## src/hlsp_pkg.sv

```systemverilog
`default_nettype none
// ----------------------------------------------------------------------------
// hlsp_pkg
// Shared types and constants of the hop-limited shortest path check unit.
// ----------------------------------------------------------------------------
package hlsp_pkg;

  localparam int VERTEX_COUNT_DEF = 32;
  localparam int EDGE_COUNT_DEF   = 64;

  localparam int VTX_BITS    = 5;
  localparam int SLOT_BITS   = 6;
  localparam int COST_BITS   = 8;
  localparam int WEIGHT_BITS = 8;
  localparam int DIST_BITS   = 16;
  localparam int CFG_IDX_BITS = 2;

  localparam logic [DIST_BITS-1:0] DIST_MAX = '1;

  typedef enum logic [1:0] {
    OP_WRITE_EDGE  = 2'd0,
    OP_SET_ALIVE   = 2'd1,
    OP_CLEAR_ALIVE = 2'd2,
    OP_QUERY       = 2'd3
  } op_t;

  typedef enum logic [CFG_IDX_BITS-1:0] {
    CFG_SOURCE = 2'd0,
    CFG_TARGET = 2'd1,
    CFG_LIMIT  = 2'd2,
    CFG_NONE   = 2'd3
  } cfg_idx_t;

  typedef enum logic [3:0] {
    ST_IDLE,
    ST_SCAN_RD,
    ST_SCAN_CMP,
    ST_SCAN_END,
    ST_EDGE_RD,
    ST_EDGE_CHK,
    ST_EDGE_UPD,
    ST_FIN_RD,
    ST_FIN_OUT
  } state_t;

  typedef struct packed {
    logic [1:0]           operation;
    logic [SLOT_BITS-1:0] edge_slot;
    logic [VTX_BITS-1:0]  end_a;
    logic [VTX_BITS-1:0]  end_b;
    logic [COST_BITS-1:0] edge_cost;
    logic                 alive_flag;
  } in_word_t;

  typedef struct packed {
    logic                 reachable;
    logic [DIST_BITS-1:0] path_distance;
  } out_word_t;

  // one edge entry as read back from the edge table
  typedef struct packed {
    logic                   alive;
    logic [VTX_BITS-1:0]    end_a;
    logic [VTX_BITS-1:0]    end_b;
    logic [WEIGHT_BITS-1:0] weight;
  } edge_rd_t;

  // edge table update controls
  typedef struct packed {
    logic                   wr_en;
    logic                   alive_we;
    logic                   alive_val;
    logic                   alive_clr;
    logic [VTX_BITS-1:0]    end_a;
    logic [VTX_BITS-1:0]    end_b;
    logic [WEIGHT_BITS-1:0] weight;
  } edge_wr_t;

endpackage

`default_nettype wire

```

## src/hop_limited_shortest_path_check_unit.sv

```systemverilog
`default_nettype none
// ----------------------------------------------------------------------------
// hop_limited_shortest_path_check_unit
// Edge table with a Dijkstra search from a source vertex over alive edges.
// ----------------------------------------------------------------------------
// A query runs one round per vertex: a scan of the distance memory (a read
// and a compare per vertex, then a decision step) picks the closest pending
// vertex, then a relaxation pass reads every edge (edge read, distance read,
// write back per edge). A last scan finds no pending vertex, then the target
// distance is read and the result word formed. The result word is on out_data
// for exactly one cycle, marked by out_valid; the receiver cannot stall it.
// busy is high from the accepted query until the result word appears.
module hop_limited_shortest_path_check_unit
  import hlsp_pkg::*;
#(
  parameter int VERTEX_COUNT = VERTEX_COUNT_DEF,
  parameter int EDGE_COUNT   = EDGE_COUNT_DEF
) (
  input  wire logic                    clk,
  input  wire logic                    rst_n,
  input  wire logic                    start,
  output logic                         busy,
  input  wire in_word_t                in_data,
  output logic                         out_valid,
  output out_word_t                    out_data,
  input  wire logic                    cfg_we,
  input  wire logic [CFG_IDX_BITS-1:0] cfg_index,
  input  wire logic [DIST_BITS-1:0]    cfg_data
);

  localparam int VW = $clog2(VERTEX_COUNT);
  localparam int EW = (EDGE_COUNT > 1) ? $clog2(EDGE_COUNT) : 1;

  // configuration
  logic [VTX_BITS-1:0]  src_r, tgt_r;
  logic [DIST_BITS-1:0] limit_r;

  always_ff @(posedge clk) begin
    if (!rst_n) begin
      src_r   <= '0;
      tgt_r   <= '0;
      limit_r <= '0;
    end else if (cfg_we) begin
      unique case (cfg_idx_t'(cfg_index))
        CFG_SOURCE: src_r   <= cfg_data[VTX_BITS-1:0];
        CFG_TARGET: tgt_r   <= cfg_data[VTX_BITS-1:0];
        CFG_LIMIT:  limit_r <= cfg_data;
        default: ;
      endcase
    end
  end

  logic src_ok, tgt_ok;
  assign src_ok = 32'(src_r) < VERTEX_COUNT;
  assign tgt_ok = 32'(tgt_r) < VERTEX_COUNT;

  // control and datapath registers
  state_t                  state_r, state_nxt;
  logic [VW:0]             v_cnt_r, v_cnt_nxt;
  logic [EW:0]             e_cnt_r, e_cnt_nxt;
  logic                    have_r, have_nxt;
  logic [VW-1:0]           best_u_r, best_u_nxt;
  logic [DIST_BITS-1:0]    best_d_r, best_d_nxt;
  logic [VW-1:0]           to_r, to_nxt;
  logic [WEIGHT_BITS-1:0]  w_r, w_nxt;
  logic                    rel_ok_r, rel_ok_nxt;
  logic [VERTEX_COUNT-1:0] pend_r, pend_nxt;
  logic [VERTEX_COUNT-1:0] parent_r, parent_nxt;
  logic [VERTEX_COUNT-1:0] dvld_r, dvld_nxt;
  logic                    out_valid_r, out_valid_nxt;
  out_word_t               out_data_r, out_data_nxt;

  // distance memory
  logic [DIST_BITS-1:0] dist_mem [VERTEX_COUNT];
  logic [DIST_BITS-1:0] dist_rd_r;
  logic                 dist_we;
  logic [VW-1:0]        dist_waddr, dist_raddr;
  logic [DIST_BITS-1:0] dist_wdata;
  logic                 dvld_rd_r;

  always_ff @(posedge clk) begin
    if (dist_we) begin
      dist_mem[dist_waddr] <= dist_wdata;
    end
    dist_rd_r <= dist_mem[dist_raddr];
  end

  logic [DIST_BITS-1:0] dist_cur;
  assign dist_cur = dvld_rd_r ? dist_rd_r : DIST_MAX;

  // edge table
  edge_wr_t      edge_wr;
  logic [EW-1:0] edge_waddr, edge_raddr;
  edge_rd_t      edge_rd;

  hlsp_edge_tab #(
    .EDGE_COUNT (EDGE_COUNT),
    .EW         (EW)
  ) u_edge_tab (
    .clk     (clk),
    .rst_n   (rst_n),
    .wr      (edge_wr),
    .wr_addr (edge_waddr),
    .rd_addr (edge_raddr),
    .rd_data (edge_rd)
  );

  logic accept, slot_ok;
  op_t  op;
  assign accept  = start && (state_r == ST_IDLE);
  assign op      = op_t'(in_data.operation);
  assign slot_ok = 32'(in_data.edge_slot) < EDGE_COUNT;
  assign busy    = state_r != ST_IDLE;

  // edge check helpers
  logic                ends_ok, hit_a, hit_b;
  logic [DIST_BITS:0]  sum_w;
  logic [DIST_BITS-1:0] nd;
  assign ends_ok = (32'(edge_rd.end_a) < VERTEX_COUNT) && (32'(edge_rd.end_b) < VERTEX_COUNT);
  assign hit_a   = 32'(edge_rd.end_a) == 32'(best_u_r);
  assign hit_b   = 32'(edge_rd.end_b) == 32'(best_u_r);
  assign sum_w   = {1'b0, best_d_r} + (DIST_BITS+1)'(w_r);
  assign nd      = sum_w[DIST_BITS] ? DIST_MAX : sum_w[DIST_BITS-1:0];

  // next state
  always_comb begin
    state_nxt = state_r;
    unique case (state_r)
      ST_IDLE: begin
        if (accept && op == OP_QUERY) begin
          state_nxt = src_ok ? ST_SCAN_RD : ST_FIN_RD;
        end
      end
      ST_SCAN_RD:  state_nxt = ST_SCAN_CMP;
      ST_SCAN_CMP: begin
        state_nxt = (32'(v_cnt_r) == VERTEX_COUNT - 1) ? ST_SCAN_END : ST_SCAN_RD;
      end
      ST_SCAN_END: begin
        priority if (!have_r) begin
          state_nxt = ST_FIN_RD;
        end else if (best_d_r == DIST_MAX) begin
          state_nxt = ST_SCAN_RD;
        end else begin
          state_nxt = ST_EDGE_RD;
        end
      end
      ST_EDGE_RD:  state_nxt = ST_EDGE_CHK;
      ST_EDGE_CHK: state_nxt = ST_EDGE_UPD;
      ST_EDGE_UPD: begin
        state_nxt = (32'(e_cnt_r) == EDGE_COUNT - 1) ? ST_SCAN_RD : ST_EDGE_RD;
      end
      ST_FIN_RD:   state_nxt = ST_FIN_OUT;
      ST_FIN_OUT:  state_nxt = ST_IDLE;
      default:     state_nxt = ST_IDLE;
    endcase
  end

  // outputs and datapath
  always_comb begin
    v_cnt_nxt     = v_cnt_r;
    e_cnt_nxt     = e_cnt_r;
    have_nxt      = have_r;
    best_u_nxt    = best_u_r;
    best_d_nxt    = best_d_r;
    to_nxt        = to_r;
    w_nxt         = w_r;
    rel_ok_nxt    = rel_ok_r;
    pend_nxt      = pend_r;
    parent_nxt    = parent_r;
    dvld_nxt      = dvld_r;
    out_valid_nxt = 1'b0;
    out_data_nxt  = out_data_r;
    dist_we       = 1'b0;
    dist_waddr    = VW'(src_r);
    dist_wdata    = '0;
    dist_raddr    = v_cnt_r[VW-1:0];
    edge_wr       = '{wr_en: 1'b0, alive_we: 1'b0, alive_val: in_data.alive_flag,
                      alive_clr: 1'b0, end_a: in_data.end_a, end_b: in_data.end_b,
                      weight: WEIGHT_BITS'(in_data.edge_cost)};
    edge_waddr    = EW'(in_data.edge_slot);
    edge_raddr    = e_cnt_r[EW-1:0];

    unique case (state_r)
      ST_IDLE: begin
        if (accept) begin
          unique case (op)
            OP_WRITE_EDGE:  edge_wr.wr_en     = slot_ok;
            OP_SET_ALIVE:   edge_wr.alive_we  = slot_ok;
            OP_CLEAR_ALIVE: edge_wr.alive_clr = 1'b1;
            OP_QUERY: begin
              pend_nxt   = '1;
              parent_nxt = '0;
              dvld_nxt   = '0;
              v_cnt_nxt  = '0;
              have_nxt   = 1'b0;
              if (src_ok) begin
                // source starts at distance zero
                dist_we              = 1'b1;
                dist_wdata           = '0;
                dvld_nxt[VW'(src_r)] = 1'b1;
              end
            end
            default: ;
          endcase
        end
      end
      ST_SCAN_RD: ;
      ST_SCAN_CMP: begin
        if (pend_r[v_cnt_r[VW-1:0]] && (!have_r || dist_cur < best_d_r)) begin
          have_nxt   = 1'b1;
          best_u_nxt = v_cnt_r[VW-1:0];
          best_d_nxt = dist_cur;
        end
        v_cnt_nxt = v_cnt_r + 1'b1;
      end
      ST_SCAN_END: begin
        e_cnt_nxt = '0;
        v_cnt_nxt = '0;
        if (have_r && best_d_r == DIST_MAX) begin
          pend_nxt[best_u_r] = 1'b0;
          have_nxt           = 1'b0;
        end
      end
      ST_EDGE_RD: ;
      ST_EDGE_CHK: begin
        to_nxt     = hit_a ? VW'(edge_rd.end_b) : VW'(edge_rd.end_a);
        w_nxt      = edge_rd.weight;
        rel_ok_nxt = edge_rd.alive && ends_ok && (hit_a || hit_b);
        dist_raddr = to_nxt;
      end
      ST_EDGE_UPD: begin
        dist_waddr = to_r;
        dist_wdata = nd;
        if (rel_ok_r && pend_r[to_r] && dist_cur > nd) begin
          dist_we          = 1'b1;
          dvld_nxt[to_r]   = 1'b1;
          parent_nxt[to_r] = 1'b1;
        end
        e_cnt_nxt = e_cnt_r + 1'b1;
        if (32'(e_cnt_r) == EDGE_COUNT - 1) begin
          pend_nxt[best_u_r] = 1'b0;
          have_nxt           = 1'b0;
          v_cnt_nxt          = '0;
        end
      end
      ST_FIN_RD: begin
        dist_raddr = VW'(tgt_r);
      end
      ST_FIN_OUT: begin
        out_valid_nxt = 1'b1;
        if (!tgt_ok) begin
          out_data_nxt = '{reachable: 1'b0, path_distance: DIST_MAX};
        end else begin
          out_data_nxt.path_distance = dist_cur;
          out_data_nxt.reachable     = (tgt_r != src_r) && parent_r[VW'(tgt_r)]
                                       && (dist_cur <= limit_r);
        end
      end
      default: ;
    endcase
  end

  always_ff @(posedge clk) begin
    dvld_rd_r <= dvld_r[dist_raddr];
    if (!rst_n) begin
      state_r     <= ST_IDLE;
      out_valid_r <= 1'b0;
      have_r      <= 1'b0;
      pend_r      <= '1;
      parent_r    <= '0;
      dvld_r      <= '0;
      v_cnt_r     <= '0;
      e_cnt_r     <= '0;
    end else begin
      state_r     <= state_nxt;
      out_valid_r <= out_valid_nxt;
      have_r      <= have_nxt;
      pend_r      <= pend_nxt;
      parent_r    <= parent_nxt;
      dvld_r      <= dvld_nxt;
      v_cnt_r     <= v_cnt_nxt;
      e_cnt_r     <= e_cnt_nxt;
    end
    best_u_r   <= best_u_nxt;
    best_d_r   <= best_d_nxt;
    to_r       <= to_nxt;
    w_r        <= w_nxt;
    rel_ok_r   <= rel_ok_nxt;
    out_data_r <= out_data_nxt;
  end

  assign out_valid = out_valid_r;
  assign out_data  = out_data_r;

`ifndef ASSERT_OFF
  a_out_after_fin: assert property (@(posedge clk) disable iff (!rst_n)
    out_valid_r |-> $past(state_r == ST_FIN_OUT))
    else $error("result word without a finished query");
  a_reach_in_limit: assert property (@(posedge clk) disable iff (!rst_n)
    (out_valid_r && out_data_r.reachable) |-> (out_data_r.path_distance <= limit_r))
    else $error("reachable result beyond distance limit");
  a_query_busy: assert property (@(posedge clk) disable iff (!rst_n)
    (start && !busy && in_data.operation == OP_QUERY) |=> busy)
    else $error("query accepted but unit not busy");
  a_pend_source: assert property (@(posedge clk) disable iff (!rst_n)
    (state_r == ST_EDGE_UPD) |-> pend_r[best_u_r])
    else $error("relaxing from a settled vertex");
`endif

endmodule

`default_nettype wire

```

## src/hlsp_edge_tab.sv

```systemverilog
`default_nettype none
// ----------------------------------------------------------------------------
// hlsp_edge_tab
// Edge table: endpoint/weight memory with registered read, alive flags in
// flops so that a clear-all clears every flag at once.
// ----------------------------------------------------------------------------
module hlsp_edge_tab
  import hlsp_pkg::*;
#(
  parameter int EDGE_COUNT = EDGE_COUNT_DEF,
  parameter int EW = (EDGE_COUNT > 1) ? $clog2(EDGE_COUNT) : 1
) (
  input  wire logic          clk,
  input  wire logic          rst_n,
  input  wire edge_wr_t      wr,
  input  wire logic [EW-1:0] wr_addr,
  input  wire logic [EW-1:0] rd_addr,
  output edge_rd_t           rd_data
);

  typedef struct packed {
    logic [VTX_BITS-1:0]    end_a;
    logic [VTX_BITS-1:0]    end_b;
    logic [WEIGHT_BITS-1:0] weight;
  } edge_ent_t;

  edge_ent_t             edge_mem [EDGE_COUNT];
  logic [EDGE_COUNT-1:0] alive_r;
  edge_ent_t             ent_r;
  logic                  alive_rd_r;

  always_ff @(posedge clk) begin
    if (wr.wr_en) begin
      edge_mem[wr_addr] <= '{end_a: wr.end_a, end_b: wr.end_b, weight: wr.weight};
    end
    ent_r <= edge_mem[rd_addr];
  end

  always_ff @(posedge clk) begin
    if (!rst_n) begin
      alive_r    <= '0;
      alive_rd_r <= 1'b0;
    end else begin
      alive_rd_r <= alive_r[rd_addr];
      if (wr.alive_clr) begin
        alive_r <= '0;
      end else if (wr.alive_we) begin
        alive_r[wr_addr] <= wr.alive_val;
      end
    end
  end

  assign rd_data = '{alive: alive_rd_r, end_a: ent_r.end_a, end_b: ent_r.end_b,
                     weight: ent_r.weight};

endmodule

`default_nettype wire

```

## config.mk

```make
export PLATFORM = sky130hd
export DESIGN_NAME = hop_limited_shortest_path_check_unit
export DESIGN_NICKNAME = d
export VERILOG_FILES = /design/src/hlsp_pkg.sv /design/src/hop_limited_shortest_path_check_unit.sv /design/src/hlsp_edge_tab.sv
export SDC_FILE = /design/constraint.sdc
export NUM_CORES = 2
export LEC_CHECK = 0
export BUFFER_PORTS_ARGS = -buffer_cell sky130_fd_sc_hd__buf_2
export CAP_MARGIN = 5
export CORE_UTILIZATION = 55
export CTS_BUF_LIST = sky130_fd_sc_hd__clkbuf_4 sky130_fd_sc_hd__clkbuf_8
export DETAILED_ROUTE_END_ITERATION = 16
export PLACE_DENSITY = 0.71
export SETUP_SLACK_MARGIN = 0.15
export SLEW_MARGIN = 15
export SYNTH_ARGS = -nofsm -noshare
export SYNTH_HDL_FRONTEND = slang
export SYNTH_SLANG_ARGS = --single-unit
```

## constraint.sdc

```tcl
create_clock -name clk -period 6.6 [get_ports clk]
set_clock_uncertainty 0.05 [all_clocks]
set_input_delay 0 -clock clk [delete_from_list [all_inputs] [get_ports clk]]
set_output_delay 0 -clock clk [all_outputs]
set_load 0.005 [all_outputs]
```

Yosys cells after proc, flatten, opt, wreduce, memory -nomap -nowiden --
Memories as Yosys holds them, arrays and structs flattened. A register that Yosys moved wholly into a read port is not among the register bits. Index checks and enable logic that the tools add are counted.
Word-level totals: output and inout bits 19, logic and storage cells 176, bits in registers 259, bits of input ports 49, memories kept 2, bits in writable memories 1664
Operators by class: add/sub/neg operators 3, reductions and logical operators 33, bitwise logic cells 5, equal/unequal tests 26, muxes and demuxes 71, magnitude comparators 15
Memories:
- u_edge_tab.edge_mem | depth 64, width 18, read ports 1, clocked after Yosys merged registers in 1, wr ports 1, RTL line hlsp_edge_tab.sv:27 | edge_ent_t edge_mem [EDGE_COUNT];
- dist_mem | depth 32, width 16, read ports 1, clocked after Yosys merged registers in 1, wr ports 1, RTL line hop_limited_shortest_path_check_unit.sv:74 | logic [DIST_BITS-1:0] dist_mem [VERTEX_COUNT];
Operator list (count):
- $mux W32 | 10
- $pmux W32 S2 | 2
- $pmux W32 S3 | 1
- $bwmux W64 | 1
- $or A32 B32 Y32 | 2
- $mux W16 | 3
- $lt A5 B6 Y1 const B | 6
- $and A32 B32 Y32 | 1
- $not A32 Y32 | 1
- $pmux W4 S8 | 1
- $mux W1 | 27
- $pmux W6 S4 | 1
- $bmux W1 S5 | 4
- $mux W6 | 3
- $add A16 B8 Y17 | 1
- $eq A16 B16 Y1 const B | 1
- $eq A4 B3 Y1 const B | 4
- $gt A16 B16 Y1 | 1
- $le A16 B16 Y1 | 1
- $lt A16 B16 Y1 | 1
- $demux W1 S5 | 3
- $ge A5 B1 Y1 const B | 3
- $lt A6 B7 Y1 const B | 2
- $pmux W7 S2 | 1
- other kinds (37) | 72

Logic depth before layout (Yosys ltp) --
depth in word-level cells 8, mapped depth 21, depth with buffers taken out 18

By module --
Synthesis repeated with hierarchy kept, for this count alone.
Unflattened totals: cells, all modules 4844, area total of the unflattened synthesis 79242.2 µm²
By module, submodules not included:
- hlsp_edge_tab | instances 1, area each 47613.2 µm², cells an instance 2314, sequential area each 36254.8 µm²
- hop_limited_shortest_path_check_unit | instances 1, area each 31629.1 µm², cells an instance 2530, sequential area each 20099.3 µm²

Worst setup path after synthesis --
No wires, ideal clock.
kind register -> register, start reg best_d_r[0], end mem dist_mem[0][0] (enable), setup slack 1382 ps, stages on the path, launching flop included 21, data required time 6162 ps, clock period less this slack 5218 ps, data arrival time 4779 ps, path buffers 3, setup time 388 ps, path through edfxtp_1 ha_1 fa_1 a21o_1 a21oi_1 o21bai_1 a21oi_1 o21a_1 clkbuf_1 o21ai_0 mux2i_1 ha_1 nand4_1 or2_2 o221ai_1 a221o_1 a21oi_1 buf_2 or2_2 clkbuf_1 nor2_1
On the way: longest elaborated chain between the ends 8
RTL lines:
- start, declared | RTL line hop_limited_shortest_path_check_unit.sv:63 | logic [DIST_BITS-1:0] best_d_r, best_d_nxt;
- start signal, assigned | RTL line hop_limited_shortest_path_check_unit.sv:285 | best_d_r <= best_d_nxt;
- $add A16 B8 Y17 | RTL line hop_limited_shortest_path_check_unit.sv:122 | assign sum_w = {1'b0, best_d_r} + (DIST_BITS+1)'(w_r);
- $mux W16 | RTL line hop_limited_shortest_path_check_unit.sv:123 | assign nd = sum_w[DIST_BITS] ? DIST_MAX : sum_w[DIST_BITS-1:0];
- $gt A16 B16 Y1 | RTL line hop_limited_shortest_path_check_unit.sv:234 | if (rel_ok_r && pend_r[to_r] && dist_cur > nd) begin
- $logic_and A1 B1 Y1 | RTL line hop_limited_shortest_path_check_unit.sv:234
- $mux W1 | RTL line hop_limited_shortest_path_check_unit.sv:234
- $pmux W1 S2 | RTL line hop_limited_shortest_path_check_unit.sv:183 | unique case (state_r)
- $mux W1 | RTL line hop_limited_shortest_path_check_unit.sv:82 | if (dist_we) begin
- $mux W1 (not written as such) | RTL line hop_limited_shortest_path_check_unit.sv:83 | dist_mem[dist_waddr] <= dist_wdata;
- end, declared | RTL line hop_limited_shortest_path_check_unit.sv:74
Every way passes these cells.

Worst setup path in the final report --
start reg best_d_r[0], end mem dist_mem[29][4] (enable)
The elaborated chain is that of the path after synthesis.

==> out/qor.csv <==
stage;metric;value;unit
logic_synthesis;synthesized cell area;78200;um2
clock_network;clock tree from TritonCTS;yes;
logic_synthesis;number of distinct library cells after synthesis;68;
logic_synthesis;Post-Syn Instances;4389;
global_route;maximum number of pins on one net before global-route repair;89;
clock_network;H-tree lvl count;5;
power;Clk pwr share;42.0;%
sta;count of final hold-check violations;0;
power;overall power after layout;24.0;mW
die;row count;138;
logic_synthesis;most used standard cell by instance count after synthesis;sky130_fd_sc_hd__edfxtp_1;
flow_run;Max-Cap Viols;0;
global_route;antenna violations before repair;10;
worst_setup_path;kind of end point of the critical path;flop;
routing;Wirelength per Cell;28.1;um
die;initial core utilization;55.4;%
final_layout;utilization of the core after routing;62.7;%
power;sequential power share;56.2;%
place;number of port buffers;67;
worst_setup_path;critical path arrival;6.39;ns
clock_network;buffer cell driving the clock tree root;sky130_fd_sc_hd__clkbuf_8;
worst_setup_path;worst endpoint required time;7.12;ns
routing;DRC violations left;0;
global_route;vias in the first global route;42304;
clock_network;source-to-sink clock delay at the later pin of the worst-skew pair;1.01;ns
logic_synthesis;total of warnings raised by yosys;0;
final_layout;fin nets;4878;
sta;slew of the pin with the lowest slew margin;1.23;ns
power;power per cell area;271;nW/um2
routing;number of DRC markers in iteration 0;5293;
logic_synthesis;most common flop cell mapped by yosys;sky130_fd_sc_hd__edfxtp_1;
logic_synthesis;nets in the synthesized netlist;4496;
power;switching power as a share of total power;20.7;%
logic_synthesis;proportion of register bits with asynchronous set or reset after synthesis;0;%
logic_synthesis;most numerous cell types in the synthesized netlist;sky130_fd_sc_hd__edfxtp_1, sky130_fd_sc_hd__mux4_2, sky130_fd_sc_hd__nor2_1;
sta;final-layout setup total negative slack;0;ns
logic_synthesis;cell types with the largest area share after synthesis;sky130_fd_sc_hd__edfxtp_1, sky130_fd_sc_hd__mux4_2, sky130_fd_sc_hd__dfxtp_1, sky130_fd_sc_hd__mux2i_1, sky130_fd_sc_hd__nor2_1;
logic_synthesis;post-synthesis sequential element count;1957;
clock_network;cts bufs inserted;327;
sta;final setup fails;0;
routing;WL final;194;mm
sta;relative max-transition margin;18.0;%
global_route;All-Layer GR Usage;27.2;%
logic_synthesis;number of enable-type register cells in the synthesized netlist;1716;
place;routability-driven placement congestion ratio;0.930;
power;reported net switching power;4.97;mW
sta;fin. max-slew vios;0;
final_layout;layout cell share with drive strength beyond 1;25.2;%
min_path;worst hold-check path type;in -> reg;
logic_synthesis;Yosys top cell by area;sky130_fd_sc_hd__edfxtp_1;
die;core region area;141000;um2
die;die boundary width;379;um
die;I/O pin total;68;
clock_network;Clock Sinks;1957;
logic_synthesis;area share of the leading cell type in the synthesized netlist;65.9;%
logic_synthesis;portion of the post-synthesis area used by sequential elements;72.1;%
power;static leakage;27.2;nW
routing;Vias;42993;
power;combinational cell fraction of total power;1.9;%
sta;shortest period the worst path allows;5.87;ns
routing;Post-DRT Antenna Nets;0;
global_route;first-pass GRT wire length;281;mm
worst_setup_path;CP startpoint kind;flop;
clock_network;number of buffers inserted by post-CTS setup repair;0;
power;cell internal pwr;19.0;mW
worst_setup_path;top fanout value on the critical path;16;
outcome;outcome;finished clean;
worst_setup_path;Critical Setup Path Class;reg -> reg;
die;die height;379;um
clock_network;number of buffers between clock root and the deepest sink;4;
sta;crit share post-route;89.0;%
routing;via density per instance;6.24;
routing;TritonRoute pass-1 iters;6;
clock_network;clock slew at reported path FFs;0.06;ns
final_layout;# fillers;9881;
final_layout;Area Overhead vs Synth;13.2;%
place;number of instances in the placed design;6219;
place;detailed placement HPWL;113;mm
die;floorplan die area;144000;um2
global_route;leftover overflow at the end of global routing;0;
power;worst voltage drop across the vdd grid;0.000235;V
final_layout;post-layout instance count excluding filler cells;6890;
sta;setup repair after global routing missed its margin;false;
logic_synthesis;Syn Area/Cell;17.8;um2
sta;fmax;0.170;GHz
==> power by group through the flow <==
| stage | clock network, mW | logic (mW) | registers (mW) |
|---|---|---|---|
| global placement | 0 | 0.376 | 13.7 |
| detailed placement | 0 | 0.388 | 13.7 |
| finish | 10.1 | 0.450 | 13.5 |
| CTS | 10.2 | 0.432 | 13.5 |
| global route | 10.7 | 0.479 | 13.4 |
| floorplan | 0 | 0.183 | 13.7 |
==> final cells by class <==
type,count,area (um2),area share [%]
antenna,7,17.5,0.0198
clock buffer,435,5430,6.14
clock inverter,116,609,0.689
inverter,51,191,0.216
multi-input combinational,2119,20900,23.6
sequential,1957,56400,63.7
tap,1890,2360,2.67
timing repair buffer,315,2660,3.01
==> what timing repair did <==
| item | CTS | global route |
|---|---|---|
| hold endpoints to repair | 1606 | 0 |
| hold buffers | 109 | 0 |
| gates resized for setup | 0 | 0 |
==> state kept, by name, indices dropped and copies added (netlist names), 6 cells and up <==
name                 cells
dvld_r                  32
u_edge_tab.edge_mem   1152
limit_r                 16
w_r                      8
best_d_r                16
out_data                17
parent_r                32
e_cnt_r                  7
dist_mem               512
dist_rd_r               16
u_edge_tab.rd_data      18
u_edge_tab.alive_r      64
pend_r                  32
v_cnt_r                  6
==> worst max-delay path, stage by stage, from the launching register on <==
cell                       delay [ns]
sky130_fd_sc_hd__edfxtp_1        0.41
sky130_fd_sc_hd__ha_1            0.25
sky130_fd_sc_hd__fa_1            0.40
sky130_fd_sc_hd__a21o_1          0.20
sky130_fd_sc_hd__a21oi_1         0.23
sky130_fd_sc_hd__o21bai_1        0.12
sky130_fd_sc_hd__a21oi_1         0.24
sky130_fd_sc_hd__o21a_1          0.43
sky130_fd_sc_hd__o21ai_0         0.15
sky130_fd_sc_hd__mux2i_1         0.27
sky130_fd_sc_hd__ha_1            0.30
sky130_fd_sc_hd__nand4_1         0.12
sky130_fd_sc_hd__or2_2           0.14
sky130_fd_sc_hd__or4_1           0.16
sky130_fd_sc_hd__nand3_1         0.09
sky130_fd_sc_hd__a31oi_1         0.48
sky130_fd_sc_hd__a21oi_4         0.20
sky130_fd_sc_hd__nand2b_1        0.43
sky130_fd_sc_hd__nor2_2          0.81
==> logic make-up after synthesis <==
kind of cell    Yosys count  synth area share [%]
flops                  1957                  72.1
simple gates            750                  4.54
mux                     716                  16.0
compound gates          572                  4.45
buf+inv                 313                  1.75
fa+ha+maj                58                 0.938
xor+xnor                 23                 0.258
==> layer usage <==
metal | wire length [um] | global-route usage [%] | vias to the layer above
met5 | 29 | 0 | -
li1 | - | - | 18379
met3 | 16200 | 5.12 | 419
met4 | 6550 | 10.1 | 4
met1 | 77300 | 37.5 | 22092
met2 | 93800 | 43.4 | 2099
==> per-stage QoR <==
step | area (um2) | worst slack (ns) | hold WS (ns)
3_5_place_dp | 81200 | 0.575 | 0.203
6_report | 88500 | 0.729 | 0.0708
5_1_grt | 88500 | 0.282 | 0.0456
4_1_cts | 88300 | 0.558 | 0.00654
3_3_place_gp | 81200 | 0.733 | 0.195
2_1_floorplan | 78200 | 1.38 | 0.0489
==> final timing paths <==
kind	startpoint	to	slack (ns)	depth (start not counted)
worst max-delay path	best_d_r[0]$_DFFE_PP_	dist_mem[29][4]$_DFFE_PP_	0.73	18
worst min-delay path	in_data[15]	u_edge_tab.edge_mem[56][14]$_DFFE_PP_	0.07	2
worst max register to register	best_d_r[0]$_DFFE_PP_	dist_mem[29][4]$_DFFE_PP_	0.73	18
worst min register to register	parent_r[22]$_SDFFE_PN0P_	parent_r[22]$_SDFFE_PN0P_	0.41	1
==> layout by cell type (no fill, tap or decap), drive strengths merged, types with 13 or more instances in the layout <==
master and count:
edfxtp 1716, clkbuf 435, mux4 427, nor2 292, mux2i 287, dfxtp 241, nand2 228, buf 206
o22ai 154, a21oi 144, o21ai 125, dlygate4sd3 109, clkinv 103, ha 57, inv 51, o21a 50
nor4 41, nand2b 31, nand3 28, nand4 22, a211oi 21, a21boi 17, a311oi 17, nand3b 16
xnor2 15, nor3 13
Power figures use the tool's default switching activity.
